**src/sv/psch_pkg.sv**
```systemverilog
package psch_pkg;

    localparam int MAX_TASKS    = 8;
    localparam int TIME_WIDTH   = 32;
    localparam int HANDLE_WIDTH = 16;
    localparam int SLOT_W       = (MAX_TASKS > 1) ? $clog2(MAX_TASKS) : 1;

    localparam logic [2:0] FUNC_ADD_PER = 3'd0;
    localparam logic [2:0] FUNC_ADD_AT  = 3'd1;
    localparam logic [2:0] FUNC_DEL     = 3'd2;
    localparam logic [2:0] FUNC_CHG     = 3'd3;
    localparam logic [2:0] FUNC_TICK    = 3'd4;

    localparam logic [1:0] KIND_ACK  = 2'd0;
    localparam logic [1:0] KIND_DUE  = 2'd1;
    localparam logic [1:0] KIND_DONE = 2'd2;

    localparam logic STAT_OK  = 1'b0;
    localparam logic STAT_ERR = 1'b1;

    typedef struct packed {
        logic [2:0]  func;
        logic [2:0]  slot_id;
        logic [15:0] task_handle;
        logic [31:0] period;
        logic [31:0] start_time;
    } t_in;

    typedef struct packed {
        logic [1:0]  kind;
        logic        status;
        logic [2:0]  slot_id_res;
        logic [15:0] task_handle_res;
        logic        last;
    } t_out;

    // command broadcast to every cell
    typedef struct packed {
        logic                    add;
        logic                    del;
        logic                    chg;
        logic                    adv;
        logic [2:0]              slot;
        logic [HANDLE_WIDTH-1:0] handle;
        logic [TIME_WIDTH-1:0]   period;
        logic [TIME_WIDTH-1:0]   due;
    } t_cmd;

    // status reported by each cell
    typedef struct packed {
        logic                    valid;
        logic                    match;
        logic                    take;
        logic                    hit;
        logic [HANDLE_WIDTH-1:0] handle;
    } t_cell_st;

endpackage

```
**src/sv/psch_if.sv**
```systemverilog
interface psch_in_if import psch_pkg::*; ();
    logic valid;
    logic ready;
    t_in  data;

    modport source (output valid, output data, input ready);
    modport sink (input valid, input data, output ready);
endinterface

interface psch_out_if import psch_pkg::*; ();
    logic valid;
    logic ready;
    t_out data;

    modport source (output valid, output data, input ready);
    modport sink (input valid, input data, output ready);
endinterface

```
**src/sv/psch_cell.sv**
```systemverilog
module psch_cell import psch_pkg::*; (
    input  logic                  i_clk,
    input  logic                  i_rst_n,
    input  logic [SLOT_W-1:0]     i_idx,
    input  t_cmd                  i_cmd,
    input  logic [TIME_WIDTH-1:0] i_time,
    input  logic                  i_free_in,
    output logic                  o_free_out,
    input  logic                  i_tok_in,
    output logic                  o_tok,
    output t_cell_st              o_st
);

    logic                    r_valid;
    logic                    r_tok;
    logic [HANDLE_WIDTH-1:0] r_handle;
    logic [TIME_WIDTH-1:0]   r_period;
    logic [TIME_WIDTH-1:0]   r_due;

    logic match;
    logic take;
    logic due_now;
    logic rearm;

    assign match   = r_valid && (32'(i_cmd.slot) == 32'(i_idx));
    assign take    = i_cmd.add && !r_valid && !i_free_in;
    assign due_now = r_valid && (i_time >= r_due);
    assign rearm   = i_cmd.adv && r_tok && due_now;

    assign o_free_out = i_free_in || !r_valid;
    assign o_tok      = r_tok;

    assign o_st.valid  = r_valid;
    assign o_st.match  = match;
    assign o_st.take   = take;
    assign o_st.hit    = r_tok && due_now;
    assign o_st.handle = r_handle;

    always_ff @(posedge i_clk) begin
        if (!i_rst_n) begin
            r_valid <= 1'b0;
            r_tok   <= 1'b0;
        end else begin
            if (take) begin
                r_valid <= 1'b1;
            end else if (i_cmd.del && match) begin
                r_valid <= 1'b0;
            end
            if (i_cmd.adv) begin
                r_tok <= i_tok_in;
            end
        end
    end

    always_ff @(posedge i_clk) begin
        if (take) begin
            r_handle <= i_cmd.handle;
            r_period <= i_cmd.period;
            r_due    <= i_cmd.due;
        end else if (i_cmd.chg && match) begin
            r_period <= i_cmd.period;
        end else if (rearm) begin
            r_due <= i_time + r_period;
        end
    end

endmodule

```
**src/sv/periodic_task_due_scheduler_top.sv**
```systemverilog
// channel  | dir | payload                                              | handshake
// i_req    | in  | func, slot_id, task_handle, period, start_time       | valid/ready
// o_res    | out | kind, status, slot_id_res, task_handle_res, last     | valid/ready
//
// add, delete, change and unknown requests each give one result
// a tick starts a scan: a scan token walks the row of slot cells, one cell per cycle
// while the output register can load, then the scan-finished result is issued
// a stalled output register holds the scan token and the request channel
// reset clears the slot valid bits, the token and the tick counter

module periodic_task_due_scheduler_top import psch_pkg::*; (
    input  logic       i_clk,
    input  logic       i_rst_n,
    psch_in_if.sink    i_req,
    psch_out_if.source o_res
);

    localparam logic [1:0] ST_IDLE = 2'd0;
    localparam logic [1:0] ST_SCAN = 2'd1;
    localparam logic [1:0] ST_FIN  = 2'd2;

    logic [1:0]            r_state;
    logic [1:0]            n_state;
    logic [TIME_WIDTH-1:0] r_time;
    logic                  r_ov;
    logic                  n_ov;
    t_out                  r_out;
    t_out                  n_out;

    t_cmd                  cmd;
    t_cell_st              st       [MAX_TASKS];
    logic [MAX_TASKS:0]    free_chain;
    logic [MAX_TASKS-1:0]  tok_vec;
    logic [MAX_TASKS-1:0]  tok_in;
    logic [MAX_TASKS-1:0]  valid_vec;

    logic                    acc;
    logic                    can_load;
    logic                    start;
    logic                    full;
    logic                    match_any;
    logic                    hit_any;
    logic [SLOT_W-1:0]       hit_idx;
    logic [SLOT_W-1:0]       take_idx;
    logic [HANDLE_WIDTH-1:0] hit_handle;

    assign can_load    = !r_ov || o_res.ready;
    assign i_req.ready = (r_state == ST_IDLE) && can_load;
    assign acc         = i_req.valid && i_req.ready;
    assign start       = acc && (i_req.data.func == FUNC_TICK);
    assign full        = !free_chain[MAX_TASKS];

    assign o_res.valid = r_ov;
    assign o_res.data  = r_out;

    always_comb begin
        cmd.add    = acc && (i_req.data.func == FUNC_ADD_PER || i_req.data.func == FUNC_ADD_AT);
        cmd.del    = acc && (i_req.data.func == FUNC_DEL);
        cmd.chg    = acc && (i_req.data.func == FUNC_CHG);
        cmd.adv    = start || ((r_state == ST_SCAN) && can_load);
        cmd.slot   = i_req.data.slot_id;
        cmd.handle = HANDLE_WIDTH'(i_req.data.task_handle);
        cmd.period = (i_req.data.func == FUNC_ADD_AT) ? '0 : TIME_WIDTH'(i_req.data.period);
        cmd.due    = (i_req.data.func == FUNC_ADD_AT) ? TIME_WIDTH'(i_req.data.start_time) : '0;
    end

    assign free_chain[0] = 1'b0;

    always_comb begin
        tok_in[0] = start;
        for (int i = 1; i < MAX_TASKS; i++) begin
            tok_in[i] = tok_vec[i-1];
        end
    end

    for (genvar g = 0; g < MAX_TASKS; g++) begin : g_cell
        psch_cell u_cell (
            .i_clk      (i_clk),
            .i_rst_n    (i_rst_n),
            .i_idx      (SLOT_W'(g)),
            .i_cmd      (cmd),
            .i_time     (r_time),
            .i_free_in  (free_chain[g]),
            .o_free_out (free_chain[g+1]),
            .i_tok_in   (tok_in[g]),
            .o_tok      (tok_vec[g]),
            .o_st       (st[g])
        );
        assign valid_vec[g] = st[g].valid;
    end

    always_comb begin
        match_any  = 1'b0;
        hit_any    = 1'b0;
        hit_idx    = '0;
        take_idx   = '0;
        hit_handle = '0;
        for (int i = 0; i < MAX_TASKS; i++) begin
            match_any = match_any | st[i].match;
            if (st[i].hit) begin
                hit_any    = 1'b1;
                hit_idx    = hit_idx | SLOT_W'(i);
                hit_handle = hit_handle | st[i].handle;
            end
            if (st[i].take) begin
                take_idx = take_idx | SLOT_W'(i);
            end
        end
    end

    always_comb begin
        n_state = r_state;
        n_ov    = r_ov && !o_res.ready;
        n_out   = r_out;
        unique case (r_state)
            ST_IDLE: begin
                if (acc) begin
                    n_out.kind            = KIND_ACK;
                    n_out.status          = STAT_ERR;
                    n_out.slot_id_res     = '0;
                    n_out.task_handle_res = '0;
                    n_out.last            = 1'b1;
                    n_ov                  = 1'b1;
                    priority if (i_req.data.func == FUNC_TICK) begin
                        n_ov    = r_ov && !o_res.ready;
                        n_out   = r_out;
                        n_state = ST_SCAN;
                    end else if (cmd.add) begin
                        if (!full) begin
                            n_out.status          = STAT_OK;
                            n_out.slot_id_res     = 3'(take_idx);
                            n_out.task_handle_res = 16'(cmd.handle);
                        end
                    end else if (cmd.del || cmd.chg) begin
                        n_out.status      = match_any ? STAT_OK : STAT_ERR;
                        n_out.slot_id_res = i_req.data.slot_id;
                    end else begin
                        n_out.status = STAT_ERR;
                    end
                end
            end
            ST_SCAN: begin
                if (can_load) begin
                    if (hit_any) begin
                        n_out.kind            = KIND_DUE;
                        n_out.status          = STAT_OK;
                        n_out.slot_id_res     = 3'(hit_idx);
                        n_out.task_handle_res = 16'(hit_handle);
                        n_out.last            = 1'b0;
                        n_ov                  = 1'b1;
                    end
                    if (tok_vec[MAX_TASKS-1]) begin
                        n_state = ST_FIN;
                    end
                end
            end
            ST_FIN: begin
                if (can_load) begin
                    n_out.kind            = KIND_DONE;
                    n_out.status          = STAT_OK;
                    n_out.slot_id_res     = '0;
                    n_out.task_handle_res = '0;
                    n_out.last            = 1'b1;
                    n_ov                  = 1'b1;
                    n_state               = ST_IDLE;
                end
            end
            default: begin
                n_state = ST_IDLE;
            end
        endcase
    end

    always_ff @(posedge i_clk) begin
        if (!i_rst_n) begin
            r_state <= ST_IDLE;
            r_ov    <= 1'b0;
            r_time  <= '0;
        end else begin
            r_state <= n_state;
            r_ov    <= n_ov;
            if (start) begin
                r_time <= r_time + 1'b1;
            end
        end
    end

    always_ff @(posedge i_clk) begin
        r_out <= n_out;
    end

`ifndef SYNTHESIS
    a_tok_single: assert property (@(posedge i_clk) disable iff (!i_rst_n)
        $onehot0(tok_vec))
        else $error("more than one scan token");

    a_tok_in_scan: assert property (@(posedge i_clk) disable iff (!i_rst_n)
        (r_state == ST_SCAN) |-> $onehot(tok_vec))
        else $error("scan state without a token");

    a_tick_starts_scan: assert property (@(posedge i_clk) disable iff (!i_rst_n)
        start |=> (r_state == ST_SCAN) && tok_vec[0])
        else $error("tick did not start the scan at slot 0");

    a_full_no_change: assert property (@(posedge i_clk) disable iff (!i_rst_n)
        (cmd.add && full) |=> $stable(valid_vec))
        else $error("add on full table changed slots");

    a_time_only_on_tick: assert property (@(posedge i_clk) disable iff (!i_rst_n)
        !start |=> $stable(r_time))
        else $error("time moved without a tick");
`endif

endmodule
```
**src/flat_wrapper.sv**
```systemverilog
// flat-port wrapper written by rule: the top's interface ports become plain ports
module periodic_task_due_scheduler_top_flat import psch_pkg::*;
  (i_clk, i_rst_n, i_req_valid, i_req_data, i_req_ready, o_res_valid, o_res_data, o_res_ready);
  psch_in_if i_req_i ();
  psch_out_if o_res_i ();
  input  logic i_clk;
  input  logic i_rst_n;
  input wire logic [$bits(i_req_i.valid)-1:0] i_req_valid;
  input wire logic [$bits(i_req_i.data)-1:0] i_req_data;
  output wire logic [$bits(i_req_i.ready)-1:0] i_req_ready;
  output wire logic [$bits(o_res_i.valid)-1:0] o_res_valid;
  output wire logic [$bits(o_res_i.data)-1:0] o_res_data;
  input wire logic [$bits(o_res_i.ready)-1:0] o_res_ready;
  assign i_req_i.valid = i_req_valid;
  assign i_req_i.data = i_req_data;
  assign i_req_ready = i_req_i.ready;
  assign o_res_valid = o_res_i.valid;
  assign o_res_data = o_res_i.data;
  assign o_res_i.ready = o_res_ready;
  periodic_task_due_scheduler_top u_core (.i_clk(i_clk), .i_rst_n(i_rst_n), .i_req(i_req_i), .o_res(o_res_i));
endmodule
```
**config.mk**
```make
export PLATFORM = sky130hd
export DESIGN_NAME = periodic_task_due_scheduler_top_flat
export DESIGN_NICKNAME = d
export VERILOG_FILES = /design/src/sv/psch_pkg.sv /design/src/sv/psch_if.sv /design/src/sv/psch_cell.sv /design/src/sv/periodic_task_due_scheduler_top.sv /design/src/flat_wrapper.sv
export SDC_FILE = /design/constraint.sdc
export NUM_CORES = 2
export LEC_CHECK = 0
export BUFFER_PORTS_ARGS = -buffer_cell sky130_fd_sc_hd__buf_2
export CORE_MARGIN = 5
export CORE_UTILIZATION = 35
export DETAILED_ROUTE_END_ITERATION = 6
export PLACE_DENSITY = 0.47
export SLEW_MARGIN = 20
export SYNTH_ARGS = -nofsm -noshare
export SYNTH_HDL_FRONTEND = slang
export SYNTH_SLANG_ARGS = --single-unit
```
**constraint.sdc**
```tcl
create_clock -name i_clk -period 4.9 [get_ports i_clk]
set_input_delay 0.245 -clock i_clk [delete_from_list [all_inputs] [get_ports i_clk]]
set_output_delay 0.245 -clock i_clk [all_outputs]
set_load 0.02 [all_outputs]
```
After elaboration in Yosys (flattened, before gate mapping)
Index checks and enable logic that the tools add are counted.

Register bits after elaboration: 714. Input bits: 90. Output and inout bits: 25. Word-level logic and storage cells: 365.

Add/subtract/negate cells: 9. Magnitude comparators: 8. Equal/unequal tests: 28. Mux-type cells: 114. Bitwise operators: 14. Reductions and logical operators: 144.

Operator list (count): $mux W32 (42); $add A32 B32 Y32 (8); $ge A32 B32 Y1 (8); $mux W16 (9); $or A16 B16 Y16 (7); $mux W23 (4); $logic_and A1 B1 Y1 (79); $pmux W23 S3 (1); $reduce_bool A2 Y1 (24); $mux W20 (2); $mux W1 (34); $add A32 B1 Y32 const B (1); $mux W3 (9); $ne A2 B2 Y1 const B (11); $mux W2 (10); $logic_not A1 Y1 (16); $reduce_and A2 Y1 (8); $eq A3 B3 Y1 const B (5); $eq A3 B2 Y1 const B (4); $logic_or A1 B1 Y1 (11); $ne A2 B1 Y1 const B (4); $or A1 B1 Y1 (7); $eq A3 B1 Y1 const B (2); $logic_not A3 Y1 (2); other kinds (9) (9).

Logic depth before layout (Yosys ltp)
Word-level depth: 21. Depth in mapped cells: 14. Depth with buffers taken out: 13.

Hierarchy
From an unflattened synthesis, not the netlist that was laid out.

Cell total of the unflattened synthesis: 4783. Area, all modules: 47648.2 um^2.

By module, submodules not included: psch_cell at u_core.g_cell[2].u_cell ... (times used 3, cells an instance 545, area an instance 5481.5 um^2); psch_cell at u_core.g_cell[5].u_cell ... (times used 3, cells an instance 543, area an instance 5452.7 um^2); psch_cell at u_core.g_cell[0].u_cell ... (times used 2, cells an instance 531, area an instance 5479.0 um^2); periodic_task_due_scheduler_top (times used 1, cells an instance 457, area an instance 3887.5 um^2).

Worst setup path after synthesis
OpenSTA, ideal clock, no wires.

Path kind: reg-to-reg. Start: register u_core.r_state[0]. End: register u_core.g_cell[0].u_cell.r_period[0], enable pin. Arrival time: 3655 ps. Required time: 4434 ps. Path slack: 780 ps. Cell stages (with the launch flop): 8. Buffers on the path: 1. Cells stage by stage: dfxtp_1 inv_1 ha_1 nand3_1 nor2_1 nand3_1 clkbuf_1 o21ai_0.

Longest elaborated chain between the ends: 6. Elaborated cells between the ends (all ways): 8.

Ends and longest elaborated chain: start: declaration (RTL line periodic_task_due_scheduler_top.sv:22) `logic [1:0] r_state;`; start signal: assignment (RTL line periodic_task_due_scheduler_top.sv:180) `r_state <= n_state;`; $logic_not A2 Y1 (*) (RTL line periodic_task_due_scheduler_top.sv:48) `assign i_req.ready = (r_state == ST_IDLE) && can_load;`; $logic_and A1 B1 Y1 (*) (RTL line periodic_task_due_scheduler_top.sv:48); $logic_and A1 B1 Y1 (*) (RTL line periodic_task_due_scheduler_top.sv:49) `assign acc = i_req.valid && i_req.ready;`; $logic_and A1 B1 Y1, on equally long branches (RTL line periodic_task_due_scheduler_top.sv:57, periodic_task_due_scheduler_top.sv:59); $logic_and A1 B1 Y1, on equally long branches (RTL line psch_cell.sv:26, psch_cell.sv:60); $reduce_bool A2 Y1 (no source line) (*); end signal: assignment (RTL line psch_cell.sv:58) `r_period <= i_cmd.period;`; end signal: assignment (RTL line psch_cell.sv:61) `r_period <= i_cmd.period;`; end: declaration (RTL line psch_cell.sv:17) `logic [TIME_WIDTH-1:0] r_period;`.

Every way passes the cells marked *; elsewhere a longest branch is shown, timed or not. A chain may end at the register's enable or synchronous reset.

Worst setup path in the final report
Start: register u_core.r_time[5]. End: register u_core.g_cell[2].u_cell.r_due[9], enable pin.

Longest elaborated chain between the ends: 5.

Ends and longest elaborated chain: start: declaration (RTL line periodic_task_due_scheduler_top.sv:24) `logic [TIME_WIDTH-1:0] r_time;`; start signal: assignment (RTL line periodic_task_due_scheduler_top.sv:183) `r_time <= r_time + 1'b1;`; $ge A32 B32 Y1 (RTL line psch_cell.sv:27) `assign due_now = r_valid && (i_time >= r_due);`; $logic_and A1 B1 Y1 (RTL line psch_cell.sv:27); $logic_and A1 B1 Y1 (RTL line psch_cell.sv:28) `assign rearm = i_cmd.adv && r_tok && due_now;`; $reduce_bool A2 Y1 (no source line); $reduce_and A2 Y1 (no source line); end signal: assignment (RTL line psch_cell.sv:59) `r_due <= i_cmd.due;`; end signal: assignment (RTL line psch_cell.sv:63) `r_due <= i_time + r_period;`; end: declaration (RTL line psch_cell.sv:18) `logic [TIME_WIDTH-1:0] r_due;`.

Every way passes these cells.

==> impl_metrics.ini <==
[timing]
postLayoutSetupSlackWorst_ns = 0.399
clock-skew-final_ns = 0.0316
timing.slew.headroom = 0.196
timing.final.crit_share = 0.919
timing.setup.tns_ns = 0
worst-slew-pin-transition_ns = 1.20
setup-violations-final = 0
rsz0062_at_grt = false
slew_viol_final = 0
report.final.hold_viol_count = 0
maximum_frequency_from_static_timing_analysis_mhz = 222
timing.final.crit_period_ns = 4.50

[yosys]
seq_area_frac_synth = 0.471
count_of_flip_flops_with_a_built_in_enable_after_synthesis = 663
yosys.cell_types.count = 95
ys_seq_elements = 714
ys.warnings.count = 0
synth.net_count = 4847
async_flop_share = 0
synth_area_per_cell_um2 = 10.5
predominant_post_synthesis_flop_cell = edfxtp_1
number_of_instances_in_the_synthesized_netlist = 4239
area_of_the_mapped_netlist_um2 = 44400

[pwr]
cellInternalPower_w = 0.0105
p_clk_frac = 0.467
power.ir.vdd_worst_v = 0.000234
sequential_fraction_of_design_power = 0.494
power_frac_comb = 0.040
leakage_nw = 21.9
netSwitchingPower_w = 0.00308
switching_share = 0.226
power.density_nw_per_um2 = 266

[clock_tree]
tritoncts_clock_tree = built
clk_pin_slew_worst_paths_ns = 0.06
cts_max_path_buffers = 3
post-cts-setup-buffers = 0
cts_root_buf = clkbuf_16
clkLatencyLatePin_ns = 0.70
cts_buffers = 88
h-tree-depth = 3
sink_count_of_the_clock_tree = 714

[die]
core_area_um2 = 126000
design.die.area_um2 = 134000
floorplan.initialDensity = 0.353
num_rows = 130
top_level_ports = 115
die_width_um = 366
dieHeight_um = 366

[detailed_routing]
wire_per_inst_um = 24.1
routed_wirelength_um = 151000
drtIter0Drc = 2827
ant_nets = 0
route.detailed.drc = 0
first_pass_iters = 6
drt-vias-per-instance = 5.45
routed-via-count = 34100

[critical_path]
critical-path-max-stage-delay_ns = 1.09
worstSetupPathType = flip-flop to flip-flop
crit_arrival_ns = 4.87
worst_setup_path_end_kind = flip-flop
critical_path_top_delay_cell = dfxtp_1
worst_setup_path_start_kind = flip-flop
critPathMaxFanout = 28
worst_path_cell_chain = ha_1 > nand2_1 > nor2_1 > o21ai_0 > o21ai_0 > o211ai_1 > a31oi_1 > o31ai_1 > a31oi_2 > o211ai_1 > nand2_2 > buf_12
cp.required_ns = 5.26

[run_status]
run_status = finished, final reports clean

[run]
drv.max_cap_violation_count = 0

[place]
gpl.final_weighted_congestion = 0.874
post-place-ws_ns = 0.446
numPortBuffers = 114
place_hpwl_um = 111000

[grt]
groute.usage.overall = 0.219
grt_pass1_wl_um = 220000
initial_antenna_violation_count = 8
global_route.overflow_total = 0
via_count_of_the_first_global_routing_pass = 33300
largest_net_degree_at_the_start_of_global_routing = 57

[cells_and_area]
flow.area_growth_from_synthesis_pct = 15.3
final_layout_size_suffix_gt1_frac = 0.104
final_nets = 5135

[worst_hold_path]
timing.hold.worst.class = primary input to flip-flop
[worst max-delay path: cells and delay by family, from the launching register on]
kind | cells | cell delay, ns
AO/OA/AOI/OAI | 7 | 2.07
flip-flops | 1 | 1.09
adder cells (fa/ha/maj) | 1 | 0.26
AND/OR/NAND/NOR | 3 | 0.43
buffers and inverters | 1 | 0.24
[final timing paths]
| path | start | end | slack, ns | cells after the start |
|---|---|---|---|---|
| max | u_core.r_time[5] | u_core.g_cell[2].u_cell.r_due[9] | 0.40 | 12 |
| min | i_req_data[20] | u_core.g_cell[3].u_cell.r_due[20] | 0.05 | 3 |
| max reg2reg | u_core.r_time[5] | u_core.g_cell[2].u_cell.r_due[9] | 0.40 | 12 |
| min reg2reg | u_core.g_cell[1].u_cell.o_tok | u_core.g_cell[1].u_cell.o_tok | 0.50 | 2 |
[registers in the layout, indices dropped and copies added, names as in the netlist]
signal	flops
u_core.g_cell.u_cell.r_valid	8
u_core.g_cell.u_cell.r_handle	128
u_core.r_state	2
u_core.g_cell.u_cell.r_period	256
u_core.r_time	32
u_core.o_res.valid	1
u_core.g_cell.u_cell.r_due	256
u_core.o_res.data	23
u_core.g_cell.u_cell.o_tok	8
[cells by family after synthesis]
logic type,count (synthesis),synth area share
AO/OA/AOI/OAI,1216,0.175
XOR/XNOR,231,0.0456
adder cells (fa/ha/maj),518,0.147
buffers and inverters,427,0.0368
flip-flops,714,0.471
multiplexers,6,0.00141
AND/OR/NAND/NOR,1127,0.123
[cell usage in the layout, fill, tap and decap left out, types with 24 or more instances in the layout]
cell type and count:
edfxtp_1 663, ha_1 510, nand2_1 418, a21oi_1 332, inv_1 315, o21ai_0 288
nor2_1 210, buf_4 153, a21o_1 152, xnor2_1 140, buf_2 114, clkbuf_16 92
nand3_1 91, xor2_1 91, nor2b_1 66, nand4_1 56, dfxtp_1 51, and2_1 47
o21a_1 47, a211oi_1 45, nand2b_1 43, a21boi_0 40, a31oi_1 35, and3_1 34
o21ai_1 33, and4_1 32, or3_1 30, nor3_1 29, o211ai_1 27, dlygate4sd3_1 24
[what timing repair did]
| action | CTS | global route |
|---|---|---|
| gates resized for setup | 0 | 0 |
| hold buffers | 24 | 0 |
| endpoints found under the hold margin | 152 | 0 |
[Yosys cell counts (all sizes together), types with 7 or more instances]
master | instances | area share
edfxtp | 663 | 0.45
ha | 510 | 0.14
nand2 | 425 | 0.036
a21oi | 334 | 0.038
o21ai | 328 | 0.037
inv | 320 | 0.027
nor2 | 210 | 0.018
a21o | 154 | 0.026
xnor2 | 140 | 0.028
nand3 | 91 | 0.010
xor2 | 91 | 0.018
clkbuf | 87 | 0.0074
nor2b | 69 | 0.0097
nand4 | 56 | 0.0079
and2 | 53 | 0.0075
dfxtp | 51 | 0.023
o21a | 49 | 0.0085
a21boi | 48 | 0.0081
a211oi | 46 | 0.0079
nand2b | 44 | 0.0062
a31oi | 38 | 0.0058
and3 | 34 | 0.0048
nor3 | 34 | 0.0041
and4 | 32 | 0.0063
or3 | 31 | 0.0044
o211ai | 28 | 0.0048
buf | 19 | 0.0022
a32oi | 17 | 0.0034
a222oi | 16 | 0.0036
o21bai | 15 | 0.0025
or2 | 14 | 0.0020
a211o | 13 | 0.0026
o31ai | 12 | 0.0020
a22oi | 10 | 0.0017
o2111ai | 10 | 0.0020
a2111oi | 9 | 0.0019
a221oi | 9 | 0.0019
fa | 8 | 0.0036
a221o | 7 | 0.0016
a31o | 7 | 0.0014
nand3b | 7 | 0.0012
nor4b | 7 | 0.0015
o311ai | 7 | 0.0016
or4 | 7 | 0.0012
[stage by stage]
stage | power, W | cell area [um^2] | instances | hold slack, ns | util
floorplan | 0.00708 | 44400 | 4239 | 0.344 | -
global placement | 0.00738 | 48200 | 6063 | 0.484 | 0.383
detailed placement | 0.00738 | 48200 | 6063 | 0.485 | 0.383
CTS | 0.0138 | 51200 | 6245 | 0.00503 | 0.407
global route | 0.0140 | 51200 | 6245 | 0.0502 | 0.407
finish | 0.0136 | 51200 | 6250 | 0.0546 | 0.407
[area by class of cell]
class | instances | area, um^2
Fill cell | 12400 | 74700
Multi-Input combinational cell | 3098 | 22000
Sequential cell | 714 | 20900
Clock buffer | 118 | 2440
Timing Repair Buffer | 304 | 2220
Tap cell | 1650 | 2060
Inverter | 321 | 1200
Clock inverter | 40 | 292
Antenna cell | 5 | 12.5
[layer usage]
metal | share of wire | vias up | GRT usage
li1 | - | 16300 | -
met3 | 0.055 | 195 | 0.0277
met2 | 0.46 | 928 | 0.359
met5 | 0.000086 | - | 0
met4 | 0.026 | 2 | 0.0563
met1 | 0.46 | 16600 | 0.307
[power by group through the flow]
stage	combinational, W	sequential, W	clock [W]
3_3_place_gp	0.000525	0.00685	0
2_1_floorplan	0.000205	0.00688	0
6_report	0.000541	0.00672	0.00635
3_5_place_dp	0.000527	0.00685	0
5_1_grt	0.000585	0.00672	0.00673
4_1_cts	0.000546	0.00672	0.00649
Note: power is estimated with default switching activity, not from simulation.
